[src/hdl/alm_pkg.sv]
package alm_pkg;

  // default geometry
  localparam int unsigned NODES_DEF     = 32;
  localparam int unsigned DATA_BITS_DEF = 32;

  // fixed field widths on the ports
  localparam int unsigned FUNC_W  = 3;
  localparam int unsigned VALUE_W = 32;
  localparam int unsigned STAT_W  = 2;
  localparam int unsigned INDEX_W = 5;

  // operation codes
  localparam logic [FUNC_W-1:0] FN_INS_FRONT = 3'd0;
  localparam logic [FUNC_W-1:0] FN_INS_REAR  = 3'd1;
  localparam logic [FUNC_W-1:0] FN_RM_FRONT  = 3'd2;
  localparam logic [FUNC_W-1:0] FN_RM_REAR   = 3'd3;
  localparam logic [FUNC_W-1:0] FN_RM_CUR    = 3'd4;
  localparam logic [FUNC_W-1:0] FN_SEARCH    = 3'd5;
  localparam logic [FUNC_W-1:0] FN_CLEAR     = 3'd6;

  // status codes
  localparam logic [STAT_W-1:0] ST_OK       = 2'd0;
  localparam logic [STAT_W-1:0] ST_EMPTY    = 2'd1;
  localparam logic [STAT_W-1:0] ST_FULL     = 2'd2;
  localparam logic [STAT_W-1:0] ST_NOTFOUND = 2'd3;

endpackage

[src/hdl/array_linked_list_manager.sv]
// Singly linked list of data words kept in NODES node slots (slot 0 means none).
// New nodes come from a LIFO free list, then from a high-water counter of
// never-used slots. One command in, one result out. Rear insert and rear
// remove walk the whole list, remove current walks to the node ahead of the
// current node, search walks until a match or the tail, and clear frees the
// list node by node. A refused command (full, empty list, no cursor) or an
// unused selector ends after decoding. An insert that takes its slot from the
// free list reads the free list first, and a stalled output delays the result.
// A new command can be taken in the same cycle the result is presented. The
// walks are paced by the single read port of the link memory: each step of a
// walk waits for one registered link read. A command is taken only between
// operations; a finished result can wait in the output register while the
// next command is already being worked on.
module array_linked_list_manager
  import alm_pkg::*;
#(
  parameter int unsigned NODES     = NODES_DEF,
  parameter int unsigned DATA_BITS = DATA_BITS_DEF
) (
  input  logic        clk_i,
  input  logic        rst_ni,
  input  logic        s_axis_tvalid,
  output logic        s_axis_tready,
  input  logic [31:0] s_axis_tdata,  // value[31:0]
  input  logic [2:0]  s_axis_tuser,  // func[2:0]
  output logic        m_axis_tvalid,
  input  logic        m_axis_tready,
  output logic [47:0] m_axis_tdata,  // node_index[4:0], current_index[9:5],
                                     // current_value[41:10], zero[47:42]
  output logic [1:0]  m_axis_tuser   // status[1:0]
);

  localparam int unsigned IW = $clog2(NODES);
  localparam int unsigned KW = $clog2(NODES + 1);
  localparam logic [IW-1:0] LastSlot = IW'(NODES - 1);
  localparam logic [KW-1:0] KMax     = KW'(NODES);
  localparam logic [KW-1:0] KLast    = KW'(NODES - 1);

  typedef enum logic [3:0] {
    S_IDLE, S_DEC, S_RMF, S_RR1, S_WALK, S_RMC_NXT, S_SRCH, S_CLR, S_CLR_W,
    S_ALLOC, S_ALLOC_W, S_INS, S_INS_TAIL, S_FIN, S_OUT
  } state_e;

  state_e               state_q;
  logic [FUNC_W-1:0]    func_q;
  logic [DATA_BITS-1:0] val_q;
  logic [IW-1:0]        head_q, cur_q, hw_q, fh_q;
  logic [IW-1:0]        p_q, pre_q, slot_q;
  logic [KW-1:0]        k_q;
  logic                 rear_q;
  logic [STAT_W-1:0]    status_q;
  logic [IW-1:0]        node_q;
  logic                 out_valid_q;
  logic [STAT_W-1:0]    out_status_q;
  logic [INDEX_W-1:0]   out_node_q, out_cur_q;
  logic [VALUE_W-1:0]   out_val_q;

  // memory ports
  logic                 link_we, free_we, data_we;
  logic [IW-1:0]        link_waddr, free_waddr, data_waddr;
  logic [IW-1:0]        link_wdata, free_wdata;
  logic [IW-1:0]        link_raddr, data_raddr;
  logic [IW-1:0]        link_rdata, free_rdata;
  logic [DATA_BITS-1:0] data_rdata;

  // width adaptation of fixed-width fields
  logic [63:0]             val_ext;
  logic [DATA_BITS-1:0]    val_in;
  logic [DATA_BITS+31:0]   cval_ext;
  logic [IW+INDEX_W-1:0]   node_ext, cur_ext;

  logic full, walk_stop, out_free;

  assign val_ext  = {32'b0, s_axis_tdata};
  assign val_in   = val_ext[DATA_BITS-1:0];
  assign cval_ext = {32'b0, data_rdata};
  assign node_ext = {{INDEX_W{1'b0}}, node_q};
  assign cur_ext  = {{INDEX_W{1'b0}}, cur_q};

  assign full      = (fh_q == '0) && (hw_q >= LastSlot);
  assign walk_stop = (k_q == KMax) || (link_rdata == '0);
  assign out_free  = !out_valid_q || m_axis_tready;

  assign s_axis_tready = (state_q == S_IDLE);
  assign m_axis_tvalid = out_valid_q;
  assign m_axis_tuser  = out_status_q;
  assign m_axis_tdata  = {6'b0, out_val_q, out_cur_q, out_node_q};

  // node storage
  alm_ram #(.DEPTH(NODES), .WIDTH(IW)) u_link (
    .clk_i  (clk_i),
    .we_i   (link_we),
    .waddr_i(link_waddr),
    .wdata_i(link_wdata),
    .raddr_i(link_raddr),
    .rdata_o(link_rdata)
  );

  alm_ram #(.DEPTH(NODES), .WIDTH(IW)) u_free (
    .clk_i  (clk_i),
    .we_i   (free_we),
    .waddr_i(free_waddr),
    .wdata_i(free_wdata),
    .raddr_i(fh_q),
    .rdata_o(free_rdata)
  );

  alm_ram #(.DEPTH(NODES), .WIDTH(DATA_BITS)) u_data (
    .clk_i  (clk_i),
    .we_i   (data_we),
    .waddr_i(data_waddr),
    .wdata_i(val_q),
    .raddr_i(data_raddr),
    .rdata_o(data_rdata)
  );

  // memory read addresses
  always_comb begin
    link_raddr = head_q;
    data_raddr = cur_q;
    case (state_q)
      S_DEC: begin
        data_raddr = head_q;
      end
      S_RR1, S_WALK: begin
        link_raddr = link_rdata;
      end
      S_SRCH: begin
        link_raddr = link_rdata;
        data_raddr = link_rdata;
      end
      default: begin
      end
    endcase
  end

  // memory writes
  always_comb begin
    link_we    = 1'b0;
    link_waddr = p_q;
    link_wdata = '0;
    free_we    = 1'b0;
    free_waddr = head_q;
    free_wdata = fh_q;
    data_we    = 1'b0;
    data_waddr = slot_q;
    case (state_q)
      S_RMF, S_CLR_W: begin
        free_we = 1'b1;
      end
      S_RR1: begin
        free_we = (link_rdata == '0);
      end
      S_WALK: begin
        if (func_q == FN_RM_REAR && walk_stop) begin
          link_we    = 1'b1;
          link_waddr = pre_q;
          free_we    = 1'b1;
          free_waddr = p_q;
        end
      end
      S_RMC_NXT: begin
        link_we    = 1'b1;
        link_wdata = link_rdata;
        free_we    = 1'b1;
        free_waddr = cur_q;
      end
      S_INS: begin
        data_we    = 1'b1;
        link_we    = 1'b1;
        link_waddr = slot_q;
        link_wdata = rear_q ? '0 : head_q;
      end
      S_INS_TAIL: begin
        link_we    = 1'b1;
        link_wdata = slot_q;
      end
      default: begin
      end
    endcase
  end

  // sequencer and list registers
  always_ff @(posedge clk_i or negedge rst_ni) begin
    if (!rst_ni) begin
      state_q      <= S_IDLE;
      head_q       <= '0;
      cur_q        <= '0;
      hw_q         <= '0;
      fh_q         <= '0;
      out_valid_q  <= 1'b0;
      func_q       <= '0;
      val_q        <= '0;
      p_q          <= '0;
      pre_q        <= '0;
      slot_q       <= '0;
      k_q          <= '0;
      rear_q       <= 1'b0;
      status_q     <= ST_OK;
      node_q       <= '0;
      out_status_q <= ST_OK;
      out_node_q   <= '0;
      out_cur_q    <= '0;
      out_val_q    <= '0;
    end else begin
      // result taken while no new one is loaded
      if (out_valid_q && m_axis_tready && (state_q != S_OUT)) begin
        out_valid_q <= 1'b0;
      end
      case (state_q)
        S_IDLE: begin
          if (s_axis_tvalid) begin
            func_q   <= s_axis_tuser;
            val_q    <= val_in;
            status_q <= ST_OK;
            node_q   <= '0;
            k_q      <= '0;
            p_q      <= head_q;
            state_q  <= S_DEC;
          end
        end
        S_DEC: begin
          case (func_q)
            FN_INS_FRONT: begin
              rear_q <= 1'b0;
              if (full) begin
                status_q <= ST_FULL;
                state_q  <= S_FIN;
              end else begin
                state_q <= S_ALLOC;
              end
            end
            FN_INS_REAR: begin
              rear_q <= (head_q != '0);
              if (full) begin
                status_q <= ST_FULL;
                state_q  <= S_FIN;
              end else if (head_q == '0) begin
                state_q <= S_ALLOC;
              end else begin
                state_q <= S_WALK;
              end
            end
            FN_RM_FRONT: begin
              if (head_q == '0) begin
                status_q <= ST_EMPTY;
                state_q  <= S_FIN;
              end else begin
                state_q <= S_RMF;
              end
            end
            FN_RM_REAR: begin
              if (head_q == '0) begin
                status_q <= ST_EMPTY;
                state_q  <= S_FIN;
              end else begin
                state_q <= S_RR1;
              end
            end
            FN_RM_CUR: begin
              if (cur_q == '0 || head_q == '0) begin
                status_q <= ST_EMPTY;
                state_q  <= S_FIN;
              end else if (cur_q == head_q) begin
                state_q <= S_RMF;
              end else begin
                state_q <= S_WALK;
              end
            end
            FN_SEARCH: begin
              status_q <= ST_NOTFOUND;
              state_q  <= (head_q == '0) ? S_FIN : S_SRCH;
            end
            FN_CLEAR: begin
              state_q <= S_CLR;
            end
            default: begin
              state_q <= S_FIN;
            end
          endcase
        end
        // unlink the head, link data holds its successor
        S_RMF: begin
          fh_q    <= head_q;
          head_q  <= link_rdata;
          cur_q   <= link_rdata;
          state_q <= S_FIN;
        end
        // rear remove: single node acts as front remove
        S_RR1: begin
          if (link_rdata == '0) begin
            fh_q    <= head_q;
            head_q  <= '0;
            cur_q   <= '0;
            state_q <= S_FIN;
          end else begin
            pre_q   <= head_q;
            p_q     <= link_rdata;
            state_q <= S_WALK;
          end
        end
        // one link per cycle, link data holds the successor of p
        S_WALK: begin
          case (func_q)
            FN_INS_REAR: begin
              if (walk_stop) begin
                state_q <= S_ALLOC;
              end else begin
                p_q <= link_rdata;
                k_q <= k_q + 1'b1;
              end
            end
            FN_RM_REAR: begin
              if (walk_stop) begin
                fh_q    <= p_q;
                cur_q   <= pre_q;
                state_q <= S_FIN;
              end else begin
                pre_q <= p_q;
                p_q   <= link_rdata;
                k_q   <= k_q + 1'b1;
              end
            end
            default: begin
              if (link_rdata == cur_q) begin
                state_q <= S_RMC_NXT;
              end else if (walk_stop) begin
                status_q <= ST_EMPTY;
                state_q  <= S_FIN;
              end else begin
                p_q <= link_rdata;
                k_q <= k_q + 1'b1;
              end
            end
          endcase
        end
        // unlink the current node behind its predecessor
        S_RMC_NXT: begin
          fh_q    <= cur_q;
          cur_q   <= p_q;
          state_q <= S_FIN;
        end
        // compare one node per cycle
        S_SRCH: begin
          if (data_rdata == val_q) begin
            status_q <= ST_OK;
            node_q   <= p_q;
            cur_q    <= p_q;
            state_q  <= S_FIN;
          end else if (link_rdata == '0 || k_q == KLast) begin
            state_q <= S_FIN;
          end else begin
            p_q <= link_rdata;
            k_q <= k_q + 1'b1;
          end
        end
        // clear: free nodes from head to tail
        S_CLR: begin
          if (k_q == KMax || head_q == '0) begin
            head_q  <= '0;
            cur_q   <= '0;
            state_q <= S_FIN;
          end else begin
            state_q <= S_CLR_W;
          end
        end
        S_CLR_W: begin
          fh_q    <= head_q;
          head_q  <= link_rdata;
          k_q     <= k_q + 1'b1;
          state_q <= S_CLR;
        end
        // slot from the free list, else from the high-water mark
        S_ALLOC: begin
          if (fh_q != '0) begin
            slot_q  <= fh_q;
            state_q <= S_ALLOC_W;
          end else begin
            hw_q    <= hw_q + 1'b1;
            slot_q  <= hw_q + 1'b1;
            state_q <= S_INS;
          end
        end
        S_ALLOC_W: begin
          fh_q    <= free_rdata;
          state_q <= S_INS;
        end
        S_INS: begin
          if (!rear_q) begin
            head_q <= slot_q;
          end
          cur_q   <= slot_q;
          node_q  <= slot_q;
          state_q <= rear_q ? S_INS_TAIL : S_FIN;
        end
        S_INS_TAIL: begin
          state_q <= S_FIN;
        end
        // data of the cursor node is read here
        S_FIN: begin
          state_q <= S_OUT;
        end
        S_OUT: begin
          if (out_free) begin
            out_valid_q  <= 1'b1;
            out_status_q <= status_q;
            out_node_q   <= node_ext[INDEX_W-1:0];
            out_cur_q    <= cur_ext[INDEX_W-1:0];
            out_val_q    <= (cur_q != '0) ? cval_ext[VALUE_W-1:0] : '0;
            state_q      <= S_IDLE;
          end
        end
        default: begin
          state_q <= S_IDLE;
        end
      endcase
    end
  end

`ifndef ASSERT_OFF
  // a command is taken only between operations
  a_one_at_a_time: assert property (@(posedge clk_i) disable iff (!rst_ni)
    s_axis_tvalid && s_axis_tready |=> !s_axis_tready)
    else $error("command accepted while an operation is running");

  // every freed slot was handed out before
  a_free_below_hw: assert property (@(posedge clk_i) disable iff (!rst_ni)
    fh_q <= hw_q)
    else $error("free list top above high-water mark");

  // a cursor implies a non-empty list between operations
  a_cursor_on_list: assert property (@(posedge clk_i) disable iff (!rst_ni)
    (state_q == S_IDLE) && (cur_q != '0) |-> (head_q != '0))
    else $error("cursor set on an empty list");

  // a result is loaded only into a free output register
  a_no_overwrite: assert property (@(posedge clk_i) disable iff (!rst_ni)
    m_axis_tvalid && !m_axis_tready |=> m_axis_tvalid && $stable(m_axis_tdata))
    else $error("pending result overwritten");
`endif

endmodule

[src/hdl/alm_ram.sv]
module alm_ram #(
  parameter int unsigned DEPTH = 32,
  parameter int unsigned WIDTH = 5
) (
  input  logic                     clk_i,
  input  logic                     we_i,
  input  logic [$clog2(DEPTH)-1:0] waddr_i,
  input  logic [WIDTH-1:0]         wdata_i,
  input  logic [$clog2(DEPTH)-1:0] raddr_i,
  output logic [WIDTH-1:0]         rdata_o
);

  logic [WIDTH-1:0] mem_q [DEPTH];

  // one write port, one registered read port
  always_ff @(posedge clk_i) begin
    if (we_i) begin
      mem_q[waddr_i] <= wdata_i;
    end
    rdata_o <= mem_q[raddr_i];
  end

endmodule
[config.mk]
export PLATFORM = sky130hd
export DESIGN_NAME = array_linked_list_manager
export DESIGN_NICKNAME = d
export VERILOG_FILES = /design/src/hdl/alm_pkg.sv /design/src/hdl/array_linked_list_manager.sv /design/src/hdl/alm_ram.sv
export SDC_FILE = /design/constraint.sdc
export NUM_CORES = 2
export LEC_CHECK = 0
export BUFFER_PORTS_ARGS = -buffer_cell sky130_fd_sc_hd__buf_2
export CAP_MARGIN = 20
export CORE_MARGIN = 2
export CORE_UTILIZATION = 35
export DETAILED_ROUTE_END_ITERATION = 10
export GPL_ROUTABILITY_DRIVEN = 0
export GPL_TIMING_DRIVEN = 0
export PLACE_DENSITY = 0.48
export SYNTH_ARGS = -nofsm -noshare
export SYNTH_HDL_FRONTEND = slang
export SYNTH_SLANG_ARGS = --single-unit
[constraint.sdc]
create_clock -name clk_i -period 5.1 [get_ports clk_i]
set_clock_uncertainty 0.1 [all_clocks]
set_input_delay 1.02 -clock clk_i [delete_from_list [all_inputs] [get_ports clk_i]]
set_output_delay 1.02 -clock clk_i [all_outputs]
set_load 0.02 [all_outputs]
---- Yosys cells after proc, flatten, opt, wreduce, memory -nomap -nowiden ----
Memory sizes are Yosys's and may differ from the RTL's. A register that Yosys moved wholly into a read port is not among the register bits.
Index checks and enable logic that the tools add are counted.
storage, ports and cells
  logic and storage cells ................. 211
  input bits .............................. 39
  bits in writable memories ............... 1344
  output and inout port bits .............. 52
  memories ................................ 3
  register bits after elaboration ......... 133
memory list
  name          depth  width  read ports  clocked after Yosys merged registers in  wr ports  RTL line       RTL
  u_data.mem_q  32     32     1           1                                        1         alm_ram.sv:13  logic [WIDTH-1:0] mem_q [DEPTH];
  u_free.mem_q  32     5      1           1                                        1         alm_ram.sv:13
  u_link.mem_q  32     5      1           1                                        1         alm_ram.sv:13
cells by class
  $add $sub $neg .......................... 2
  bitwise operators ....................... 1
  mux-type cells .......................... 89
  reductions and logical operators ........ 49
  equal/unequal tests ..................... 47
  $lt $le $gt $ge ......................... 1
operators by type and width
  cell                number
  $mux 5              25
  $mux 4              14
  $pmux 4 s13         1
  $pmux 5 s2          4
  $pmux 5 s4          2
  $mux 6              6
  $pmux 5 s7          1
  $eq 32x32->1        1
  $mux 32             1
  $pmux 5 s3          2
  $eq 4x4->1 const B  7
  $ne 2x2->1 const B  14
  $pmux 4 s7          1
  $pmux 5 s5          1
  $pmux 6 s4          1
  $logic_not 5->1     4
  $reduce_bool 5->1   4
  $ne 3x3->1 const B  6
  $eq 4x3->1 const B  4
  $mux 2              8
  $pmux 2 s4          2
  $reduce_and 4->1    4
  $reduce_bool 4->1   4
  $mux 1              13
  33 further kinds    59

---- Longest topological paths before layout ----
  word-level depth ........................ 7
  depth in mapped cells ................... 12

---- Cells and area by module ----
From an unflattened synthesis, not the netlist that was laid out.
unflattened totals
  cells, all modules ...................... 3610
  area total of the unflattened synthesis .. 60598.1 sq um
modules (own cells, without submodules)
  module                     times used  area an instance (sq um)  cells each
  alm_ram (u_data)           1           40492.6                   2260
  alm_ram (u_free ...)       2           6344.8                    277
  array_linked_list_manager  1           7415.9                    796

---- Worst setup path after synthesis ----
No wires, ideal clock.
  path type ............................... reg-to-reg
  start ................................... reg state_q[2]
  end ..................................... mem u_data.mem_q[14][0] in the netlist's numbering, enable pin
  period minus slack after synthesis ...... 3761 ps
  setup slack ............................. 1339 ps
  data arrival time ....................... 3240 ps
  stages on the path, launching flop included .. 11
  required time ........................... 4579 ps
  cells stage by stage .................... dfrtp_1 -> buf_2 -> buf_4 -> nand2b_1 -> clkbuf_1 -> nor2_1 -> and2_1 -> clkbuf_1 -> nand2b_1 -> clkbuf_1 -> nor2_1
on the way
  longest elaborated chain between the ends .. 4
RTL lines
  item                          RTL line                          RTL
  start, declared               array_linked_list_manager.sv:44   state_e state_q;
  start signal, assigned        array_linked_list_manager.sv:272  state_q <= (head_q == '0) ? S_FIN : S_SRCH;
  $eq 4x4->1                    array_linked_list_manager.sv:147  case (state_q)
  $mux 1                        array_linked_list_manager.sv:147
  $mux 1                        alm_ram.sv:17                     if (we_i) begin
  $mux 1 (implied by the code)  alm_ram.sv:18                     mem_q[waddr_i] <= wdata_i;
  end, declared                 alm_ram.sv:13
Every way passes these cells.

---- Final worst setup path ----
  start ................................... reg state_q[0]
  end ..................................... reg u_data.rdata_o[12], read port of u_data.mem_q
on the way
  longest elaborated chain between the ends .. 2
  elaborated cells between the ends (all ways) .. 3
  those cells by class .................... eq/ne: 2; mux: 1
RTL lines
  item                                      RTL line                          RTL
  $eq 4x3->1 or $eq 4x1->1 (tied branches)  array_linked_list_manager.sv:121  case (state_q)
  $pmux 5 s2 *                              array_linked_list_manager.sv:121
  end, declared                             alm_ram.sv:10                     output logic [WIDTH-1:0] rdata_o
Mark *: on every way between the ends. The rest lies on a longest branch, timed or not.
A chain may end at the register's enable or synchronous reset.

==> out/metrics.csv <==
stage,metric,value,unit
global_routing,use_met1,26.5,%
pwr,power.switching,18.3,mW
placement,hpwl,129000,um
critical_path,worst-path-buf-inv,3,
clock_network,htree_levels,4,
critical_path,reg2reg_slack,0.54,ns
sta,rsz0062_at_grt,no,
worst_hold_path,hp-class,input pin to async pin,
critical_path,crit_slowest_cell,nor3b_2,
clock_network,clkSinkCount,1519,
yosys,synth_edf_count,1344,
yosys,ys_async_sr_fraction,8.76,%
pwr,p_seq_share,37.7,%
critical_path,endpoint_kind,register,
yosys,yosys_warnings,0,
sta,max_freq,0.219,GHz
final_layout,n_fill_cell,16087,
yosys,syn_area_per_cell,14.6,um2
floorplanning,io-pin-count,91,
clock_network,clock_latency,0.80,ns
yosys,ys_types,93,
global_routing,grt_max_degree,84,
clock_network,clock_path_buffers,3,
clock_network,cts.clk_slew.worst_paths,0.06,ns
sta,fin_crit_sh,89.4,%
final_layout,utilization,41.3,%
run_status,status,"finished, final reports clean",
routing,vias,37133,
critical_path,required,5.66,ns
critical_path,path_delay_family,simple AND/OR/NAND/NOR gates,
routing,routedWlPerCell,27.0,um
yosys,synth.cell_area,60900,um2
yosys,synthTopCellsByArea,"edfxtp_1, dfrtp_1, nand2_1",
critical_path,crit_path_cell_trace,buf_2 > buf_2 > nand4b_1 > a21o_1 > a221oi_1 > nor3b_2 > clkbuf_1 > a32oi_1 > nand4_1 > nor3_2,
yosys,syn_inst,4185,
routing,ant_nets,0,
final_layout,areaGrowthSynthToFinish,17.6,%
routing,wirelength,189000,um
global_routing,grt_pass1_wl,270000,um
sta,drv_slew,0,
floorplanning,num_rows,153,
sta,hold_viol_final,0,
critical_path,critPathKind,register to register,
global_routing,grtUsageMet3,3.33,%
pwr,p_sw_share,39.7,%
critical_path,path_common_cell,buf_2,
clock_network,cts_buffers,167,
pwr,pwr-share-comb,36.8,%
pwr,ir_drop,0.338,mV
pwr,intPower,27.9,mW
clock_network,cts_tree,yes,
clock_network,cts_setup_buffers,0,
yosys,synth_area_leader_cell,edfxtp_1,
floorplanning,die_area,177000,um2
pwr,clock_power_share,25.5,%
global_routing,grt_overflow,0,
run,maxCapViolCount,0,
yosys,ys.flop_type,edfxtp_1,
routing,routed_via_density,5.31,
floorplanning,start_util,35.1,%
critical_path,slowest_delay,0.85,ns
clock_network,cts_resized,0,
sta,worst_slew_margin_rel,23.2,%
placement,port_buffers,84,
final_layout,nets,4568,
floorplanning,core,173000,um2
sta,setup_viol,0,
critical_path,critPathArrivalTime,5.12,ns
routing,drc,0,
sta,fin_crit,4.56,ns
global_routing,antenna_found_initial,7,
critical_path,crit_path_start_kind,register,
clock_network,postCtsHoldBufs,0,
yosys,synth-seq-cells,1519,
floorplanning,die_y,421,um
global_routing,met2_usage,37.1,%
routing,drt-pass1-iter-count,8,
yosys,yosysSeqAreaShare,73.1,%
global_routing,top_usage_layer,met2,
floorplanning,dieWidth,421,um
yosys,yosysTopAreaCellShare,66.2,%
sta,worstMarginPinSlew,1.15,ns
clock_network,root_buffer,clkbuf_16,
pwr,power.density,645,nW/um2
routing,drt_iter0_drc,3295,
final_layout,drive_gt1_share,16.0,%
critical_path,cp_max_fo,10,
pwr,leakage,24.3,nW
global_routing,grt_usage,21.0,%
global_routing,grt_pass1_vias,36873,
sta,final.setup.tns,0,ns
## final timing paths
| path | to | depth (start not counted) | from |
|---|---|---|---|
| max | u_data.rdata_o[12] | 10 | state_q[0] |
| min | fh_q[2] | 1 | rst_ni |
| max reg2reg | u_data.rdata_o[12] | 10 | state_q[0] |
| min reg2reg | out_val_q[12] | 1 | u_data.rdata_o[12] |
| max in group asynchronous | val_q[17] | 2 | rst_ni |
| min in group clk_i | val_q[28] | 2 | s_axis_tdata[28] |
## flip-flops by register name, summed over array words and instances (netlist names), 2 cells and up
register and cells:
cur_q 5, data_waddr 5, fh_q 5, func_q 3, head_q 5, hw_q 5
k_q 6, m_axis_tuser 2, node_q 5, out_cur_q 5, out_node_q 5, out_val_q 32
p_q 5, pre_q 5, state_q 4, status_q 2, u_data.mem_q 1024, u_data.rdata_o 32
u_free.mem_q 160, u_free.rdata_o 5, u_link.mem_q 160, u_link.rdata_o 5, val_q 32
## worst reg2reg max path: stages (launching register included)
cell and delay (ns):
dfrtp_1 0.43, buf_2 0.19, buf_2 0.20, nand4b_1 0.26
a21o_1 0.26, a221oi_1 0.78, nor3b_2 0.85, clkbuf_1 0.64
a32oi_1 0.29, nand4_1 0.36, nor3_2 0.09
## stage by stage
| stage | hold WS, ns | std cells | power (mW) | setup slack [ns] | cell area (um2) |
|---|---|---|---|---|---|
| finish | 0.0404 | 6993 | 46.2 | 0.543 | 71600 |
| floorplan | 0.360 | 4190 | 26.6 | 1.34 | 61000 |
| CTS | 0.00709 | 6982 | 46.6 | 0.695 | 71500 |
| global placement | 0.376 | 6599 | 33.9 | -1.58 | 64300 |
| detailed placement | 0.383 | 6674 | 34.7 | 0.727 | 66200 |
| global route | 0.0363 | 6989 | 48.2 | 0.521 | 71600 |
## cell families (layout without fill, tap and decap cells)
group | count (synthesis) | count (layout) | share of synthesized area (%)
flops | 1519 | 1519 | 73.1
xor+xnor | 50 | 50 | 0.718
mux | 283 | 283 | 5.52
simple gates | 1413 | 1413 | 10.9
compound gates | 610 | 610 | 7.47
other cells | 1 | 10 | 0.00615
fa+ha+maj | 4 | 4 | 0.0821
buf+inv | 305 | 779 | 2.27
## area by class of cell
cell class / instances / area, um2 / area share [%]
repair buffers: 166 / 2220 / 3.09
multi-input cells: 2366 / 15300 / 21.3
plain buffers: 283 / 1300 / 1.82
flip-flops and latches: 1519 / 44500 / 62.2
clock inverters: 76 / 712 / 0.994
diodes: 4 / 10.0 / 0.0140
inverters: 22 / 82.6 / 0.115
clock buffers: 232 / 4580 / 6.40
well taps: 2325 / 2910 / 4.06
## metal layers
metal	share of wire, %	up-vias	wire (um)
li1	-	16795	-
met1	41	18954	77100
met2	52	1124	97200
met3	5.1	260	9710
met4	2.5	0	4640
met5	0	-	0
## placed cells by master (no fill, tap or decap), types with 42 or more instances in the layout
master     count
a211oi_1      72
a21oi_1       54
a31oi_1      111
a32oi_1      151
and3_1        75
buf_2        174
clkbuf_1     200
clkbuf_16    168
dfrtp_1      127
dfxtp_1       42
edfxtp_1    1344
mux2_2        73
mux2i_1      173
nand2_1      795
nand3_1      127
nand4_1       71
nor2_1       127
## cell usage after synthesis, types with 5 or more instances
| library cell | n |
|---|---|
| and2_1 | 6 |
| nor3_1 | 30 |
| o22ai_1 | 39 |
| a22oi_1 | 12 |
| nand3_2 | 29 |
| a31oi_1 | 111 |
| edfxtp_1 | 1344 |
| and3_1 | 75 |
| a222oi_1 | 9 |
| buf_1 | 18 |
| buf_2 | 90 |
| o311ai_0 | 5 |
| mux2_2 | 73 |
| nor2b_1 | 6 |
| buf_6 | 9 |
| a211oi_1 | 72 |
| o221ai_1 | 5 |
| a221o_1 | 5 |
| nor4_1 | 20 |
| mux2i_1 | 173 |
| o211ai_1 | 24 |
| o21ai_0 | 34 |
| or3_1 | 8 |
| a32oi_1 | 151 |
| xnor2_1 | 10 |
| nor2_1 | 159 |
| dfrtp_1 | 133 |
| a22o_1 | 32 |
| nor3_2 | 30 |
| clkbuf_1 | 150 |
| nand2_1 | 795 |
| mux4_2 | 34 |
| nand4_1 | 71 |
| a21oi_1 | 54 |
| nand3_1 | 127 |
| buf_4 | 16 |
| inv_1 | 21 |
| a221oi_1 | 8 |
| dfxtp_1 | 42 |
| nand4bb_1 | 5 |
| xor2_1 | 40 |
| nand2b_1 | 15 |
## power by group through the flow
stage / Combinational, mW / Sequential (mW) / Clock [mW]
global route: 18.2 / 17.5 / 12.5
CTS: 17.0 / 17.5 / 12.0
finish: 17.0 / 17.4 / 11.8
floorplan: 9.14 / 17.4 / 0
detailed placement: 17.0 / 17.8 / 0
global placement: 15.2 / 18.7 / 0
No activity file was read; power rests on OpenSTA's default activity.
